===== config.mk =====
export PLATFORM = sky130hd
export DESIGN_NAME = access_card_cache_table_flat
export DESIGN_NICKNAME = d
export VERILOG_FILES = /design/src/acct_pkg.sv /design/src/acct_if.sv /design/src/access_card_cache_table.sv /design/src/flat_wrapper.sv
export VERILOG_INCLUDE_DIRS = /design/src /design/src/src
export SDC_FILE = /design/constraint.sdc
export NUM_CORES = 2
export LEC_CHECK = 0
export BUFFER_PORTS_ARGS = -buffer_cell sky130_fd_sc_hd__buf_4
export CORE_MARGIN = 8
export CORE_UTILIZATION = 35
export DETAILED_ROUTE_END_ITERATION = 12
export HOLD_SLACK_MARGIN = 0.02
export PLACE_DENSITY = 0.55
export SYNTH_ARGS = -nofsm -noshare
export SYNTH_HDL_FRONTEND = slang
export SYNTH_SLANG_ARGS = --single-unit

===== constraint.sdc =====
create_clock -name clock -period 13.9 [get_ports clock]
set_input_delay 2.78 -clock clock [delete_from_list [all_inputs] [get_ports clock]]
set_output_delay 2.78 -clock clock [all_outputs]
set_load 0.005 [all_outputs]

===== src/assert_macros.svh =====
// Assertion macros shared by the card table RTL.
// Clocked on clock, disabled while reset is high; no other dependencies.
`ifndef ASSERT_MACROS_SVH
`define ASSERT_MACROS_SVH

// Same-cycle implication: consequent must hold whenever the antecedent does
`define ACCT_ASSERT(lbl, ante, cons) \
   lbl: assert property (@(posedge clock) disable iff (reset) (ante) |-> (cons)) \
      else $error("acct assertion failed");

// Next-cycle implication: consequent must hold in the cycle after the antecedent
`define ACCT_ASSERT_NEXT(lbl, ante, cons) \
   lbl: assert property (@(posedge clock) disable iff (reset) (ante) |=> (cons)) \
      else $error("acct assertion failed");

`endif


===== src/acct_pkg.sv =====
// Shared types and constants for the access card table.
// No dependencies; used by the channel interfaces and the top level.
`default_nettype none

package acct_pkg;

   // Default table geometry
   localparam int DEF_TABLE_ENTRIES = 64;
   localparam int DEF_KEY_BYTES     = 7;

   // Fixed field widths
   localparam int CARD_KEY_W = 56;
   localparam int REC_KEY_W  = CARD_KEY_W + 1;
   localparam int SLOT_W     = 6;

   // Record mark bit positions
   localparam int FLAG_USER  = 0;
   localparam int FLAG_MAINT = 1;
   localparam int FLAG_GONE  = 2;

   typedef enum logic [1:0] {
      REQ_LOOKUP     = 2'd0,
      REQ_STORE      = 2'd1,
      REQ_REVALIDATE = 2'd2,
      REQ_PURGE      = 2'd3
   } req_kind_type;

   typedef enum logic [1:0] {
      VERDICT_REVOKED = 2'd0,
      VERDICT_USER    = 2'd1,
      VERDICT_MAINT   = 2'd2,
      VERDICT_KEEP    = 2'd3
   } verdict_type;

   typedef enum logic [2:0] {
      OUT_NONE      = 3'd0,
      OUT_UPDATED   = 3'd1,
      OUT_ADDED     = 3'd2,
      OUT_FULL      = 3'd3,
      OUT_WITHDRAWN = 3'd4,
      OUT_PROMOTED  = 3'd5,
      OUT_DEMOTED   = 3'd6,
      OUT_RSVD      = 3'd7
   } outcome_type;

   typedef enum logic [1:0] {
      ST_IDLE,
      ST_SCAN,
      ST_DECIDE
   } state_type;

   typedef struct packed {
      logic [1:0]            req_type;
      logic [CARD_KEY_W-1:0] card_key;
      logic                  key_is_long;
      logic                  grant_user;
      logic                  grant_maintainer;
      logic [1:0]            verdict;
   } req_payload_type;

   typedef struct packed {
      logic              hit;
      logic              rec_user;
      logic              rec_maintainer;
      logic [SLOT_W-1:0] slot;
      logic [2:0]        outcome;
   } rsp_payload_type;

   // One table entry: long flag and key, then the three marks
   typedef struct packed {
      logic [REC_KEY_W-1:0] key;
      logic [2:0]           flags;
   } record_type;

endpackage

`default_nettype wire


===== src/acct_if.sv =====
// Valid/ready channel interfaces for card table requests and results.
// Depends on acct_pkg for the payload types.
`default_nettype none

interface acct_req_if;
   logic                     valid;
   logic                     ready;
   acct_pkg::req_payload_type payload;

   modport source (output valid, output payload, input ready);
   modport sink   (input valid, input payload, output ready);
endinterface

interface acct_rsp_if;
   logic                     valid;
   logic                     ready;
   acct_pkg::rsp_payload_type payload;

   modport source (output valid, output payload, input ready);
   modport sink   (input valid, input payload, output ready);
endinterface

`default_nettype wire


===== src/access_card_cache_table.sv =====
// Card record table top level; uses acct_pkg, acct_if.sv and assert_macros.svh.
// A lookup, store or revalidate is accepted in idle, scans the filled slots in order through the
// registered read port, then forms its result in the decide state; a hit ends the scan early.
// Purge skips the scan. The decide state waits while the output still holds the last result.
// One request at a time, taken in idle after the result loads; the single read port sets this.
// Reset clears only the fill count and control; the record memory is not cleared.
`default_nettype none

module access_card_cache_table #(
   parameter int TABLE_ENTRIES = acct_pkg::DEF_TABLE_ENTRIES,
   parameter int KEY_BYTES     = acct_pkg::DEF_KEY_BYTES
) (
   input  wire logic   clock,
   input  wire logic   reset,
   acct_req_if.sink    req,
   acct_rsp_if.source  rsp
);

   localparam int AW       = (TABLE_ENTRIES > 1) ? $clog2(TABLE_ENTRIES) : 1;
   localparam int FW       = $clog2(TABLE_ENTRIES + 1);
   localparam int KEY_BITS = (KEY_BYTES * 8 >= acct_pkg::CARD_KEY_W) ?
                             acct_pkg::CARD_KEY_W : KEY_BYTES * 8;
   localparam logic [acct_pkg::CARD_KEY_W-1:0] KEY_MASK =
      {acct_pkg::CARD_KEY_W{1'b1}} >> (acct_pkg::CARD_KEY_W - KEY_BITS);
   localparam logic [FW-1:0] FILL_MAX = FW'(TABLE_ENTRIES);

   // Record memory
   acct_pkg::record_type rec_mem [TABLE_ENTRIES];

   acct_pkg::state_type             state_ff, state_in;
   logic [FW-1:0]                   fill_count_ff, fill_count_in;
   logic [1:0]                      req_type_ff, req_type_in;
   logic [acct_pkg::REC_KEY_W-1:0]  req_key_ff, req_key_in;
   logic [1:0]                      want_ff, want_in;
   logic [1:0]                      verdict_ff, verdict_in;
   logic [FW-1:0]                   issue_ff, issue_in;
   logic                            chk_valid_ff, chk_valid_in;
   logic [AW-1:0]                   chk_idx_ff, chk_idx_in;
   acct_pkg::record_type            rd_data_ff;
   logic                            found_ff, found_in;
   logic [AW-1:0]                   found_idx_ff, found_idx_in;
   logic [2:0]                      found_flags_ff, found_flags_in;
   logic                            gone_found_ff, gone_found_in;
   logic [AW-1:0]                   gone_idx_ff, gone_idx_in;
   logic                            rsp_valid_ff, rsp_valid_in;
   acct_pkg::rsp_payload_type       rsp_data_ff, rsp_data_in;

   logic                            req_ready;
   logic                            rd_en;
   logic                            mem_we;
   logic [AW-1:0]                   mem_waddr;
   acct_pkg::record_type            mem_wdata;
   logic                            dec_fire;
   acct_pkg::rsp_payload_type       res;

   assign req.ready   = req_ready;
   assign rsp.valid   = rsp_valid_ff;
   assign rsp.payload = rsp_data_ff;

   // Next state, scan control, decision and write-back
   always_comb begin
      state_in       = state_ff;
      fill_count_in  = fill_count_ff;
      req_type_in    = req_type_ff;
      req_key_in     = req_key_ff;
      want_in        = want_ff;
      verdict_in     = verdict_ff;
      issue_in       = issue_ff;
      chk_valid_in   = chk_valid_ff;
      chk_idx_in     = chk_idx_ff;
      found_in       = found_ff;
      found_idx_in   = found_idx_ff;
      found_flags_in = found_flags_ff;
      gone_found_in  = gone_found_ff;
      gone_idx_in    = gone_idx_ff;
      rsp_valid_in   = rsp_valid_ff && !rsp.ready;
      rsp_data_in    = rsp_data_ff;
      req_ready      = 1'b0;
      rd_en          = 1'b0;
      mem_we         = 1'b0;
      mem_waddr      = found_idx_ff;
      mem_wdata      = '{key: req_key_ff, flags: {1'b0, want_ff}};
      dec_fire       = 1'b0;
      res            = '0;

      unique case (state_ff)
         acct_pkg::ST_IDLE: begin
            req_ready = 1'b1;
            if (req.valid) begin
               req_type_in   = req.payload.req_type;
               req_key_in    = {req.payload.key_is_long, req.payload.card_key & KEY_MASK};
               want_in       = {req.payload.grant_maintainer, req.payload.grant_user};
               verdict_in    = req.payload.verdict;
               issue_in      = '0;
               chk_valid_in  = 1'b0;
               found_in      = 1'b0;
               gone_found_in = 1'b0;
               if (req.payload.req_type == acct_pkg::REQ_PURGE) begin
                  state_in = acct_pkg::ST_DECIDE;
               end else begin
                  state_in = acct_pkg::ST_SCAN;
               end
            end
         end

         acct_pkg::ST_SCAN: begin
            // Issue the next read while the previous one is checked
            if (issue_ff < fill_count_ff) begin
               rd_en        = 1'b1;
               chk_valid_in = 1'b1;
               chk_idx_in   = issue_ff[AW-1:0];
               issue_in     = issue_ff + FW'(1);
            end else begin
               chk_valid_in = 1'b0;
            end
            if (chk_valid_ff) begin
               if (!rd_data_ff.flags[acct_pkg::FLAG_GONE] && rd_data_ff.key == req_key_ff) begin
                  found_in       = 1'b1;
                  found_idx_in   = chk_idx_ff;
                  found_flags_in = rd_data_ff.flags;
                  chk_valid_in   = 1'b0;
                  state_in       = acct_pkg::ST_DECIDE;
               end else if (rd_data_ff.flags[acct_pkg::FLAG_GONE] && !gone_found_ff) begin
                  gone_found_in = 1'b1;
                  gone_idx_in   = chk_idx_ff;
               end
            end else if (issue_ff == fill_count_ff) begin
               state_in = acct_pkg::ST_DECIDE;
            end
         end

         acct_pkg::ST_DECIDE: begin
            // Form the result and the write-back
            if (req_type_ff == acct_pkg::REQ_PURGE) begin
               res = '0;
            end else if (found_ff) begin
               res.hit            = 1'b1;
               res.slot           = acct_pkg::SLOT_W'(found_idx_ff);
               res.rec_user       = found_flags_ff[acct_pkg::FLAG_USER];
               res.rec_maintainer = found_flags_ff[acct_pkg::FLAG_MAINT];
               res.outcome        = acct_pkg::OUT_NONE;
               mem_wdata.flags    = found_flags_ff;
               case (req_type_ff)
                  acct_pkg::REQ_STORE: begin
                     if (found_flags_ff[1:0] != want_ff) begin
                        mem_we             = 1'b1;
                        mem_wdata.flags    = {1'b0, want_ff};
                        res.rec_user       = want_ff[0];
                        res.rec_maintainer = want_ff[1];
                        res.outcome        = acct_pkg::OUT_UPDATED;
                     end
                  end
                  acct_pkg::REQ_REVALIDATE: begin
                     if (verdict_ff == acct_pkg::VERDICT_REVOKED) begin
                        mem_we          = 1'b1;
                        mem_wdata.flags = found_flags_ff | 3'b100;
                        res.outcome     = acct_pkg::OUT_WITHDRAWN;
                     end else if (verdict_ff == acct_pkg::VERDICT_MAINT &&
                                  !found_flags_ff[acct_pkg::FLAG_MAINT]) begin
                        mem_we             = 1'b1;
                        mem_wdata.flags    = found_flags_ff | 3'b010;
                        res.rec_maintainer = 1'b1;
                        res.outcome        = acct_pkg::OUT_PROMOTED;
                     end else if (verdict_ff == acct_pkg::VERDICT_USER &&
                                  found_flags_ff[acct_pkg::FLAG_MAINT]) begin
                        mem_we             = 1'b1;
                        mem_wdata.flags    = found_flags_ff & 3'b101;
                        res.rec_maintainer = 1'b0;
                        res.outcome        = acct_pkg::OUT_DEMOTED;
                     end
                  end
                  default: begin
                  end
               endcase
            end else if (req_type_ff == acct_pkg::REQ_STORE) begin
               // Reuse the lowest withdrawn slot, else append, or report full when the table is full
               res.rec_user       = want_ff[0];
               res.rec_maintainer = want_ff[1];
               res.outcome        = acct_pkg::OUT_ADDED;
               if (gone_found_ff) begin
                  mem_we    = 1'b1;
                  mem_waddr = gone_idx_ff;
                  res.slot  = acct_pkg::SLOT_W'(gone_idx_ff);
               end else if (fill_count_ff >= FILL_MAX) begin
                  res = '{hit: 1'b0, rec_user: 1'b0, rec_maintainer: 1'b0, slot: '0,
                          outcome: acct_pkg::OUT_FULL};
               end else begin
                  mem_we    = 1'b1;
                  mem_waddr = fill_count_ff[AW-1:0];
                  res.slot  = acct_pkg::SLOT_W'(fill_count_ff);
               end
            end

            if (!rsp_valid_ff || rsp.ready) begin
               dec_fire     = 1'b1;
               rsp_valid_in = 1'b1;
               rsp_data_in  = res;
               state_in     = acct_pkg::ST_IDLE;
               if (req_type_ff == acct_pkg::REQ_PURGE) begin
                  fill_count_in = '0;
               end else if (!found_ff && req_type_ff == acct_pkg::REQ_STORE &&
                            !gone_found_ff && fill_count_ff < FILL_MAX) begin
                  fill_count_in = fill_count_ff + FW'(1);
               end
            end else begin
               mem_we = 1'b0;
            end
         end

         default: begin
            state_in = acct_pkg::ST_IDLE;
         end
      endcase
   end

   // Control registers
   always_ff @(posedge clock) begin
      if (reset) begin
         state_ff      <= acct_pkg::ST_IDLE;
         fill_count_ff <= '0;
         chk_valid_ff  <= 1'b0;
         rsp_valid_ff  <= 1'b0;
      end else begin
         state_ff      <= state_in;
         fill_count_ff <= fill_count_in;
         chk_valid_ff  <= chk_valid_in;
         rsp_valid_ff  <= rsp_valid_in;
      end
   end

   // Request and scan payload registers
   always_ff @(posedge clock) begin
      req_type_ff    <= req_type_in;
      req_key_ff     <= req_key_in;
      want_ff        <= want_in;
      verdict_ff     <= verdict_in;
      issue_ff       <= issue_in;
      chk_idx_ff     <= chk_idx_in;
      found_ff       <= found_in;
      found_idx_ff   <= found_idx_in;
      found_flags_ff <= found_flags_in;
      gone_found_ff  <= gone_found_in;
      gone_idx_ff    <= gone_idx_in;
      rsp_data_ff    <= rsp_data_in;
   end

   // Record memory: one write port, one registered read port
   always_ff @(posedge clock) begin
      if (mem_we) begin
         rec_mem[mem_waddr] <= mem_wdata;
      end
      if (rd_en) begin
         rd_data_ff <= rec_mem[issue_ff[AW-1:0]];
      end
   end

`include "assert_macros.svh"

   // Every checked slot lies below the fill count
   `ACCT_ASSERT(a_chk_range, chk_valid_ff, FW'(chk_idx_ff) < fill_count_ff)
   // A finished decision loads the result register
   `ACCT_ASSERT_NEXT(a_rsp_load, dec_fire, rsp_valid_ff)
   // An append grows the table by one entry
   `ACCT_ASSERT_NEXT(a_append, dec_fire && res.outcome == acct_pkg::OUT_ADDED && !gone_found_ff,
                     fill_count_ff == $past(fill_count_ff) + FW'(1))
   // No new request enters while the scan or decision is in flight
   `ACCT_ASSERT(a_one_at_a_time, state_ff != acct_pkg::ST_IDLE, !req_ready)

endmodule

`default_nettype wire

===== src/flat_wrapper.sv =====
// flat-port wrapper written by rule: the top's interface ports become plain ports
module access_card_cache_table_flat 
#(
   parameter int TABLE_ENTRIES = acct_pkg::DEF_TABLE_ENTRIES,
   parameter int KEY_BYTES     = acct_pkg::DEF_KEY_BYTES
)
  (clock, reset, req_valid, req_payload, req_ready, rsp_valid, rsp_payload, rsp_ready);
  acct_req_if req_i ();
  acct_rsp_if rsp_i ();
  input  wire logic clock;
  input  wire logic reset;
  input wire logic [$bits(req_i.valid)-1:0] req_valid;
  input wire logic [$bits(req_i.payload)-1:0] req_payload;
  output wire logic [$bits(req_i.ready)-1:0] req_ready;
  output wire logic [$bits(rsp_i.valid)-1:0] rsp_valid;
  output wire logic [$bits(rsp_i.payload)-1:0] rsp_payload;
  input wire logic [$bits(rsp_i.ready)-1:0] rsp_ready;
  assign req_i.valid = req_valid;
  assign req_i.payload = req_payload;
  assign req_ready = req_i.ready;
  assign rsp_valid = rsp_i.valid;
  assign rsp_payload = rsp_i.payload;
  assign rsp_i.ready = rsp_ready;
  access_card_cache_table #(.TABLE_ENTRIES(TABLE_ENTRIES), .KEY_BYTES(KEY_BYTES)) u_core (.clock(clock), .reset(reset), .req(req_i), .rsp(rsp_i));
endmodule

# --- Word-level counts from Yosys, hierarchy flattened ---
# Memory sizes are Yosys's and may differ from the RTL's. A register that Yosys moved wholly into a read port is not among the register bits.
# Index checks and enable logic that the tools add are counted.
# Widths: inputs -> output; s select.
word_totals:
  reg_bits: 116
  ramBits: 3840
  wordCells: 152
  out_inout_bits: 14
  n_memories: 1
classes:
  magnitude_cmp: 3
  mux: 75
  eq_ne: 20
  addsub: 2
  n_bitwise: 1
  reduce_logical: 30
memory_table:
  columns: ["memory", "depth", "width", "rd", "rd_ports_with_merged_regs", "wr", "line_no", "text"]
  rows:
  - ["u_core.rec_mem", 64, 60, 1, 1, 1, "access_card_cache_table.sv:28", "acct_pkg::record_type rec_mem [TABLE_ENTRIES];"]
ops:
  columns: ["operator", "count"]
  rows:
  - ["$eq 57x57->1", 1]
  - ["$mux 6", 8]
  - ["$mux 1", 33]
  - ["$mux 7", 4]
  - ["$mux 12", 2]
  - ["$mux 3", 8]
  - ["$mux 2", 11]
  - ["$add 7x1->7 const B", 2]
  - ["$pmux 7 s2", 1]
  - ["$pmux 3 s2", 2]
  - ["$reduce_and 4->1", 3]
  - ["$eq 2x2->1 const B", 5]
  - ["$ne 2x1->1 const B", 5]
  - ["$pmux 1 s2", 5]
  - ["$reduce_and 3->1", 3]
  - ["$logic_and 1x1->1", 8]
  - ["$reduce_and 2->1", 4]
  - ["$eq 7x7->1", 1]
  - ["$ge 7x7->1 const B", 1]
  - ["$lt 7x7->1", 1]
  - ["$lt 7x7->1 const B", 1]
  - ["$eq 2x1->1 const B", 3]
  - ["$logic_not 1->1", 6]
  - ["$pmux 2 s3", 1]
  - ["other kinds (9)", 12]

# --- Logic depth before layout (Yosys ltp) ---
depth:
  word_depth: 12
  mapped_depth: 12

# --- Worst setup path before layout ---
# No wires, ideal clock.
synth_path:
  path_type: "input -> register"
  startpoint: "input rsp_ready"
  endpoint: "memory u_core.rec_mem[0][0] in the netlist's numbering, enable pin"
  t_required_ns: 13.422
  arrival_ns: 6.851
  setup_ns: 0.478
  slack_ns: 6.571
  path_stages: 6
  cell_sequence: "nor2b_1 nor2_1 inv_1 a2111oi_4 nand2_1 nor2_1"
synth_via:
  elab_chain_cells: 5
synth_lines:
  columns: ["element", "line_no", "text"]
  rows:
  - ["start, declared", "flat_wrapper.sv:17", "input wire logic [$bits(rsp_i.ready)-1:0] rsp_ready;"]
  - ["$logic_or 1x1->1", "access_card_cache_table.sv:194", "if (!rsp_valid_ff || rsp.ready) begin"]
  - ["$mux 1", "access_card_cache_table.sv:194", null]
  - ["$mux 1", "access_card_cache_table.sv:86", "unique case (state_ff)"]
  - ["$mux 1", "access_card_cache_table.sv:249", "if (mem_we) begin"]
  - ["$mux 1 (implied by the code)", "access_card_cache_table.sv:250", "rec_mem[mem_waddr] <= mem_wdata;"]
  - ["end, declared", "access_card_cache_table.sv:28", null]
# Every way passes these cells.

# --- Final worst setup path ---
layout_path:
  startpoint: "input rsp_ready"
  endpoint: "memory u_core.rec_mem[8][57] in the netlist's numbering, enable pin"
# The elaborated chain is that of the path after synthesis.

==> results.md <==
* Cell count after synthesis at 6,569
* RSZ-0062 raised after global routing: no
* WL per Instance at 32.7 microns
* Worst path slowest cell: nor2_4
* Hold crit path type: register to register
* Gpl congestion at 0.790
* Peak Freq at 159 MHz
* Share of cells above drive strength 1 at 0.267
* Clock Latency Late Sink at 980 ps
* CTS Root Buffer Type: clkbuf_16
* Die area at 0.454 sq mm
* Hold buffer count at cts at 0
* Ranking of synthesized cells by area: edfxtp_1 (79%), mux4_2 (14%), a22oi_1 (2.3%)
* Skew final at 82.3 ps
* WP data required at 14,470 ps
* Max_cap viols at 0
* CTS tree: done
* Metal1 wirelength at 174,000 microns
* Htree depth at 5
* Longest Clk Path Bufs at 4
* Distinct cells, synth at 56
* Asr flop ratio synth at 0
* Post-synth top area share at 0.794
* Clk slew on worst S/H paths at 60 ps
* Main synth FF type: edfxtp_1
* Synthesis-to-finish area growth at 14.7%
* Seq/Total Area, Yosys at 0.796
* Pre-Repair DR Iteration Count at 6
* Final ANT Viol Nets at 0
* Post-Route WL at 427,000 microns
* Final Power at 0.0271 W
* Filler Cell Count at 37,400
* Crit. End Element: register
* Cell area power density at 156 mW/mm^2
* Buffers added on ports at 80
* Core footprint at 0.431 sq mm
* Post-placement cell count at 12,300
* Synthesized area at 0.151 sq mm
* Met3 WL at 35,400 microns
* Most frequent cell after synthesis: edfxtp_1
* CTS sink count at 4,016
* Synth area leader: edfxtp_1
* Crit-path max FO at 36
* Metal2 WL at 205,000 microns
* Gr usage total at 0.183
* Most common cell on crit path: buf_4
* Global-route wire length before repair at 592,000 microns
* Die width at 674 microns
* Syn. warnings at 0
* CTS buffer count at 419
* Crit start category: input pin
* Vias at 73,000
* Syn nets at 6,648
* Top Ports at 81
* Post-CTS Setup Bufs at 0
* Final #Nets at 7,042
* CP peak stage delay at 1170 ps
* Post-synth EDFFs at 4,005
* Final setup viols at 0
* Peak VDD IR at 0.107 mV
* Remaining global-route overflow at 0
* Tmin final at 6290 ps
* Hpwl dp at 239,000 microns
* Initial Util at 0.351
* Status: finished, final reports clean
* Total negative slack at 0 ps
* Register bit total from synthesis at 4,016
* Post_cts resized at 0
* First DRT Iteration DRCs at 8,748
* # DRC at 0
* Number of global-route vias before repair at 74,300
* Slew HR at 0.0710
* Highest metal used: met5
* Fin crit share at 0.453
* Final non-filler cell total at 13,000
* Avg Vias per Cell at 5.60
* Multi-input logic area at 0.0299 sq mm
* CP Cell Sequence: buf_4 > nor2b_1 > nor2_1 > buf_4 > inv_1 > a2111oi_4 > nand2_1 > nor2_4 > buf_4
* Arr. time, crit path at 6860 ps
* Max Slew Vio Count at 0
* FP Rows at 241
* Die span in y at 674 microns
* Leakage at 52.6 nW
* Worst slew pin tran at 1390 ps
* Largest net degree at the start of global routing at 124
* Critical path type: input pin to register
* Initial antenna violation count at 43
* Syn Area/Cell at 23.0 sq um
* Most instantiated cells after synthesis: edfxtp_1 (4,005), mux4_2 (945), a22oi_1 (461)
* Fin. Hold Viols at 0
* Seq. cell area at 0.120 sq mm
==> power by group <==
group,internal [W],switching [W],leakage (nW)
sequential,0.0135,0.0000405,36.0
clock,0.00632,0.00467,6.57
combinational,0.000935,0.00163,10.0
total,0.0207,0.00633,52.6
==> cells in the final DEF, fill, tap and decap left out, types with 69 or more instances in the layout <==
cell,count
clkinv_1,105
clkinv_2,85
buf_4,320
nor2_4,69
mux4_2,945
clkbuf_1,81
a21oi_1,242
edfxtp_1,4005
a22oi_1,461
clkbuf_16,426
==> critical path: cells and delay by family <==
kind                   cells  cell delay [ps]
AO/OA/AOI/OAI              1              630
buffers and inverters      4             1250
AND/OR/NAND/NOR            4             2060
==> final cells by class <==
cell class	count	share of cell area
Clock inverter	265	0.0139
Timing Repair Buffer	333	0.0153
Inverter	30	0.000692
Antenna cell	24	0.000346
Sequential cell	4016	0.694
Multi-Input combinational cell	2163	0.172
Tap cell	5710	0.0411
Clock buffer	507	0.0631
==> layer usage <==
metal	GRT usage	up-vias
met5	0	-
met2	0.299	3295
met4	0.0518	18
li1	-	29100
met1	0.250	40000
met3	0.0375	599
==> logic make-up (layout without fill, tap and decap cells) <==
family / after synthesis / after routing / share of synthesized area
flops: 4016 / 4016 / 0.796
mux: 993 / 993 / 0.144
compound gates: 785 / 785 / 0.0349
buf+inv: 390 / 1135 / 0.0107
simple gates: 315 / 315 / 0.0105
xor+xnor: 58 / 58 / 0.00336
fa+ha+maj: 12 / 12 / 0.000992
other cells: 0 / 24 / 0
==> state kept, by name (all words and copies together) (netlist names) <==
| name | count |
|---|---|
| u_core.chk_idx_ff | 6 |
| u_core.chk_valid_ff | 1 |
| u_core.fill_count_ff | 7 |
| u_core.found_ff | 1 |
| u_core.found_flags_ff | 3 |
| u_core.found_idx_ff | 6 |
| u_core.gone_found_ff | 1 |
| u_core.gone_idx_ff | 6 |
| u_core.issue_ff | 7 |
| u_core.rd_data_ff | 60 |
| u_core.rec_mem | 3840 |
| u_core.req_key_ff | 57 |
| u_core.req_type_ff | 2 |
| u_core.rsp.payload | 12 |
| u_core.rsp.valid | 1 |
| u_core.state_ff | 2 |
| u_core.verdict_ff | 2 |
| u_core.want_ff | 2 |
==> worst paths after layout <==
kind	cells after the start	slack, ps	start	to
setup / recovery	9	7610	rsp_ready	u_core.rec_mem[8][57]$_DFFE_PP_
hold / removal	0	450	u_core.chk_idx_ff[2]$_DFFE_PP_	u_core.found_idx_ff[2]$_DFFE_PP_
setup reg to reg	8	7860	u_core.req_type_ff[1]$_DFFE_PP_	u_core.rec_mem[8][57]$_DFFE_PP_
hold reg to reg	0	450	u_core.chk_idx_ff[2]$_DFFE_PP_	u_core.found_idx_ff[2]$_DFFE_PP_
==> stage by stage <==
| step | instance area (sq um) | utilization | worst slack (ps) | hold slack, ps |
|---|---|---|---|---|
| 5_1_grt | 174000 | 0.403 | 7520 | 469 |
| 6_report | 174000 | 0.403 | 7610 | 447 |
| 3_5_place_dp | 160000 | 0.372 | 6660 | 436 |
| 2_1_floorplan | 151000 | - | 6570 | 400 |
| 3_3_place_gp | 160000 | 0.372 | 6640 | 431 |
| 4_1_cts | 174000 | 0.403 | 7720 | 451 |
Note: power is estimated with default switching activity, not from simulation.
